===== src/wams_pkg.sv =====
// ----------------------------------------------------------------------------
// wams_pkg
// Request codes and the command/status bundles shared by the controller and
// the datapath of the weighted adjacency matrix store.
// ----------------------------------------------------------------------------
package wams_pkg;

  // Request kinds carried on the kind port.
  typedef enum logic [1:0] {
    KIND_INSERT = 2'd0,
    KIND_REMOVE = 2'd1,
    KIND_QUERY  = 2'd2,
    KIND_LIST   = 2'd3
  } kind_t;

  // Commands from the controller to the datapath.
  typedef struct packed {
    logic clr_step;  // write zero at the clear pointer and advance it
    logic load;      // capture a new item
    logic decide;    // point request: read data is back, form the result
    logic mirror;    // write the mirror entry
    logic scan;      // read the next row of the listed column
    logic flush;     // emit the final result of a listing
  } ctrl_cmd_t;

  // Status from the datapath to the controller.
  typedef struct packed {
    logic clr_last;    // clear pointer is on the last entry
    logic is_list;     // captured item is a neighbor listing
    logic a_ok;        // captured first vertex is in range
    logic need_write;  // point request changes the matrix
    logic scan_last;   // scan is on the last active row
  } ctrl_status_t;

endpackage


===== src/wams_ctrl.sv =====
// ----------------------------------------------------------------------------
// wams_ctrl
// Sequencer for the adjacency matrix store: runs the clearing pass after
// reset, then steps each item through read, decide and write, or through a
// column scan for neighbor listings.
// ----------------------------------------------------------------------------
module wams_ctrl (
  input  logic                     clk,
  input  logic                     rst,
  input  logic                     start,
  output logic                     busy,
  output wams_pkg::ctrl_cmd_t      cmd,
  input  wams_pkg::ctrl_status_t   status
);

  typedef enum logic [2:0] {
    S_CLEAR,
    S_IDLE,
    S_SETUP,
    S_DECIDE,
    S_MIRROR,
    S_SCAN,
    S_DRAIN,
    S_FLUSH
  } state_t;

  state_t state;
  state_t state_next;

  // Next state and commands, decoded from the current state, start and status.
  always_comb begin
    state_next = state;
    cmd        = '0;
    unique case (state)
      S_CLEAR: begin
        cmd.clr_step = 1'b1;
        if (status.clr_last) begin
          state_next = S_IDLE;
        end
      end
      S_IDLE: begin
        if (start) begin
          cmd.load   = 1'b1;
          state_next = S_SETUP;
        end
      end
      S_SETUP: begin
        if (status.is_list) begin
          state_next = status.a_ok ? S_SCAN : S_FLUSH;
        end else begin
          state_next = S_DECIDE;
        end
      end
      S_DECIDE: begin
        cmd.decide = 1'b1;
        state_next = status.need_write ? S_MIRROR : S_IDLE;
      end
      S_MIRROR: begin
        cmd.mirror = 1'b1;
        state_next = S_IDLE;
      end
      S_SCAN: begin
        cmd.scan = 1'b1;
        if (status.scan_last) begin
          state_next = S_DRAIN;
        end
      end
      S_DRAIN: begin
        state_next = S_FLUSH;
      end
      S_FLUSH: begin
        cmd.flush  = 1'b1;
        state_next = S_IDLE;
      end
      default: begin
        state_next = S_IDLE;
      end
    endcase
  end

  // State register and the registered busy flag.
  always_ff @(posedge clk) begin
    if (rst) begin
      state <= S_CLEAR;
      busy  <= 1'b1;
    end else begin
      state <= state_next;
      busy  <= (state_next != S_IDLE);
    end
  end

`ifndef ASSERT_OFF
  // Busy is low exactly while the sequencer waits for an item.
  a_busy_idle: assert property (@(posedge clk) disable iff (rst)
    busy == (state != S_IDLE))
    else $error("busy does not match the idle state");

  // A decided point request either writes its mirror entry or finishes.
  a_decide_next: assert property (@(posedge clk) disable iff (rst)
    state == S_DECIDE |=> (state == S_MIRROR || state == S_IDLE))
    else $error("point request left the decide step wrongly");
`endif

endmodule


===== config.mk =====
export PLATFORM = sky130hd
export DESIGN_NAME = wams_ctrl
export DESIGN_NICKNAME = d
export VERILOG_FILES = /design/src/wams_pkg.sv /design/src/wams_ctrl.sv
export SDC_FILE = /design/constraint.sdc
export NUM_CORES = 1
export LEC_CHECK = 0
export ABC_AREA = 1
export BUFFER_PORTS_ARGS = -buffer_cell sky130_fd_sc_hd__buf_4
export CORE_AREA = 2 2 39 41
export DETAILED_ROUTE_END_ITERATION = 10
export DIE_AREA = 0 0 41 43
export PLACE_DENSITY_LB_ADDON = 0.2
export SLEW_MARGIN = 20
export SYNTH_ARGS = -nofsm -noshare
export SYNTH_HDL_FRONTEND = slang
export SYNTH_SLANG_ARGS = --single-unit
export TNS_END_PERCENT = 5

===== constraint.sdc =====
create_clock -name clk -period 1.5 [get_ports clk]
set_clock_uncertainty 0.05 [all_clocks]
set_input_delay 0.3 -clock clk [delete_from_list [all_inputs] [get_ports clk]]
set_output_delay 0.3 -clock clk [all_outputs]
set_load 0.02 [all_outputs]

==> impl_metrics.env <==
export IMPL_status="complete, no violations"
export IMPL_via_per_inst=4.133
export IMPL_holdCritPathClass="in2reg"
export IMPL_grt_pass1_vias=299
export IMPL_place_congestion=0.6958
export IMPL_whs_ns=0.1600
export IMPL_postCtsSetupRepairBufs=0
export IMPL_numCtsBuffers=3
export IMPL_synth_simple_area_share_pct=54.17
export IMPL_drive_gt1_share_pct=43.28
export IMPL_fin_crit_ns=1.409
export IMPL_grt_max_degree=12
export IMPL_period_share_pct=93.92
export IMPL_insertion_delay_ns=0.24
export IMPL_yosys_warnings=0
export IMPL_finalMaxSlewViolations=0
export IMPL_required_ns=1.15
export IMPL_p_per_area_nw_per_um2=880.3
export IMPL_totalWireLength_um=741
export IMPL_grt_antenna_before_repair=0
export IMPL_synthFlopType="dfxtp_1"
export IMPL_yosys_top_cells_count="nand2_1, inv_1, nor2_1"
export IMPL_maxCapViolations=0
export IMPL_grt_pass1_wl_um=1159
export IMPL_grt_total_usage_pct=11.04
export IMPL_dieArea_um2=1763
export IMPL_dp_hpwl_um=559.5
export IMPL_synth_area_leaders="dfxtp_1, nand2_1, inv_1"
export IMPL_portBuffers=14
export IMPL_drt_iter0_drc=6
export IMPL_postSynthAreaPerCell_um2=5.888
export IMPL_routedWlPerCell_um=8.928
export IMPL_crit_path_start_kind="register"
export IMPL_cts_hold_buf=0
export IMPL_area_growth_syn_to_layout_pct=48.75
export IMPL_ant_nets=0
export IMPL_synth_mux_area_fraction_pct=0
export IMPL_yosys_cell_types_count=14
export IMPL_slowest_stage="dfxtp_2"
export IMPL_final_nets=77
export IMPL_ios=15
export IMPL_worstPathArrival_ns=1.06
export IMPL_drc_errors=0
export IMPL_ys_ff_latch=4
export IMPL_core_area_um2=1384
export IMPL_critical_path_max_fanout=7
export IMPL_critPathKind="reg2out"
export IMPL_firstDrtPassIters=3
export IMPL_synthXorXnorAreaFrac_pct=0
export IMPL_worst_pin_slew_ns=0.2522
export IMPL_rsz0062_at_grt="no"
export IMPL_synth_compound_area_share_pct=1.667
export IMPL_nFillCells=165
export IMPL_timing_fmax_mhz=709.8
export IMPL_synth_top_area_share_pct=26.67
export IMPL_rows=14
export IMPL_placed_cells=80
export IMPL_fp_dieH_um=43
export IMPL_dieWidth_um=41
export IMPL_cts_sinks=4
export IMPL_max_slew_margin_pct=83.06
export IMPL_setup_viol=0
export IMPL_hold_violations=0
export IMPL_cp_cell_sequence="inv_2, nor3_1, buf_4"
export IMPL_vias=343
export IMPL_initial_core_util_pct=21.70
export IMPL_fin_tns_setup_ns=0
export IMPL_clk_path_buf_depth=2
export IMPL_clockRootBuffer="clkbuf_4"
export IMPL_insertedDiodeCount=0
export IMPL_async_flop_share_pct=0
export IMPL_cpLargestDelayFamily="flip-flops"
export IMPL_max_vdd_ir_drop_mv=0.4181
export IMPL_synth_edff_count=0
export IMPL_cts_tree="done"
export IMPL_synth_top_family_by_area="simple AND/OR/NAND/NOR gates"
export IMPL_postSynthCellCount=51
export IMPL_crit_path_max_incr_delay_ns=0.40
export IMPL_p_leak_nw=0.2730
export IMPL_stdcell_count=83
export IMPL_cp_num_buf_inv=2
export IMPL_clkTransAtPathRegs_ns=0.04
export IMPL_synth_fa_ha_area_share_pct=0
export IMPL_synth_top_area_cell="dfxtp_1"
export IMPL_synth_seq_area_share_pct=26.67
export IMPL_syn_num_nets=59
export IMPL_htree_levels=1
export IMPL_synth_most_common_cell="nand2_1"
export IMPL_synth_area_um2=300.3
export IMPL_end_kind="primary output"
export IMPL_gr_total_overflow=0
-- cell type report --
| class | instances | area (µm²) | area share [%] |
|---|---|---|---|
| flip-flops and latches | 4 | 86.33 | 19.33 |
| inverters | 12 | 45.04 | 10.08 |
| clock buffers | 3 | 22.52 | 5.042 |
| multi-input cells | 34 | 167.7 | 37.54 |
| well taps | 16 | 20.02 | 4.482 |
| repair buffers | 14 | 105.1 | 23.53 |
-- flip-flops by register name, indices dropped and copies added (netlist names) --
name / cells
state: 3
busy: 1
-- through the flow --
| step | util [%] | power [mW] | setup WS, ns | area, µm² |
|---|---|---|---|---|
| 2_1_floorplan | - | 0.2130 | 0.1706 | 300.3 |
| 3_3_place_gp | 30.20 | 0.2562 | 0.2165 | 417.9 |
| 5_1_grt | 32.28 | 0.4235 | 0.03062 | 446.7 |
| 3_5_place_dp | 30.20 | 0.2561 | 0.1798 | 417.9 |
| 6_report | 32.28 | 0.3932 | 0.09124 | 446.7 |
| 4_1_cts | 32.01 | 0.4019 | 0.05552 | 442.9 |
-- placed cells by master, fill, tap and decap left out, drive strengths merged, types with 3 or more instances in the layout --
cell / n
dfxtp: 4
inv: 12
buf: 14
nor2: 8
nor3: 3
nand4: 3
nand2: 14
nand3: 4
clkbuf: 3
-- metal layers --
metal / global-route usage [%] / share of wire, % / vias to the layer above
met2: 13.13 / 48 / 9
met5: 0 / 0 / -
met1: 11.25 / 45 / 144
met4: 10.00 / 0 / 0
met3: 9.424 / 7.4 / 0
li1: - / - / 190
-- what timing repair did --
item / 4_1_cts / 5_1_grt
setup endpoints to repair: 5 / 1
hold endpoints to repair: 0 / 0
pin swaps: 0 / 0
gates resized for setup: 2 / 2
-- where the power goes --
part           switching (mW)  internal [mW]  leakage (nW)
clock network          0.0478         0.0897        0.0138
logic                  0.0624         0.0535         0.225
registers              0.0193          0.120        0.0344
-- final timing paths --
path,start,to,slack (ns),depth (start not counted)
max,state[2]$_SDFF_PP0_,cmd[2],0.09,3
min,rst,state[1]$_SDFF_PP0_,0.16,2
max reg2reg,state[0]$_SDFF_PP0_,busy$_SDFF_PP1_,0.45,5
min reg2reg,state[2]$_SDFF_PP0_,busy$_SDFF_PP1_,0.64,4
-- kinds of logic (layout without fill, tap and decap cells) --
| family | Yosys count | in the layout |
|---|---|---|
| buf+inv | 13 | 29 |
| compound gates | 1 | 1 |
| simple gates | 33 | 33 |
| flops | 4 | 4 |
-- worst reg2reg max path, cell delays in order, from the launching register on --
cell     delay, ns
dfxtp_4       0.40
nand2_1       0.11
nor2_2        0.11
nand2_1       0.07
nand3_2       0.08
nand4_1       0.09
Power figures use the tool's default switching activity.
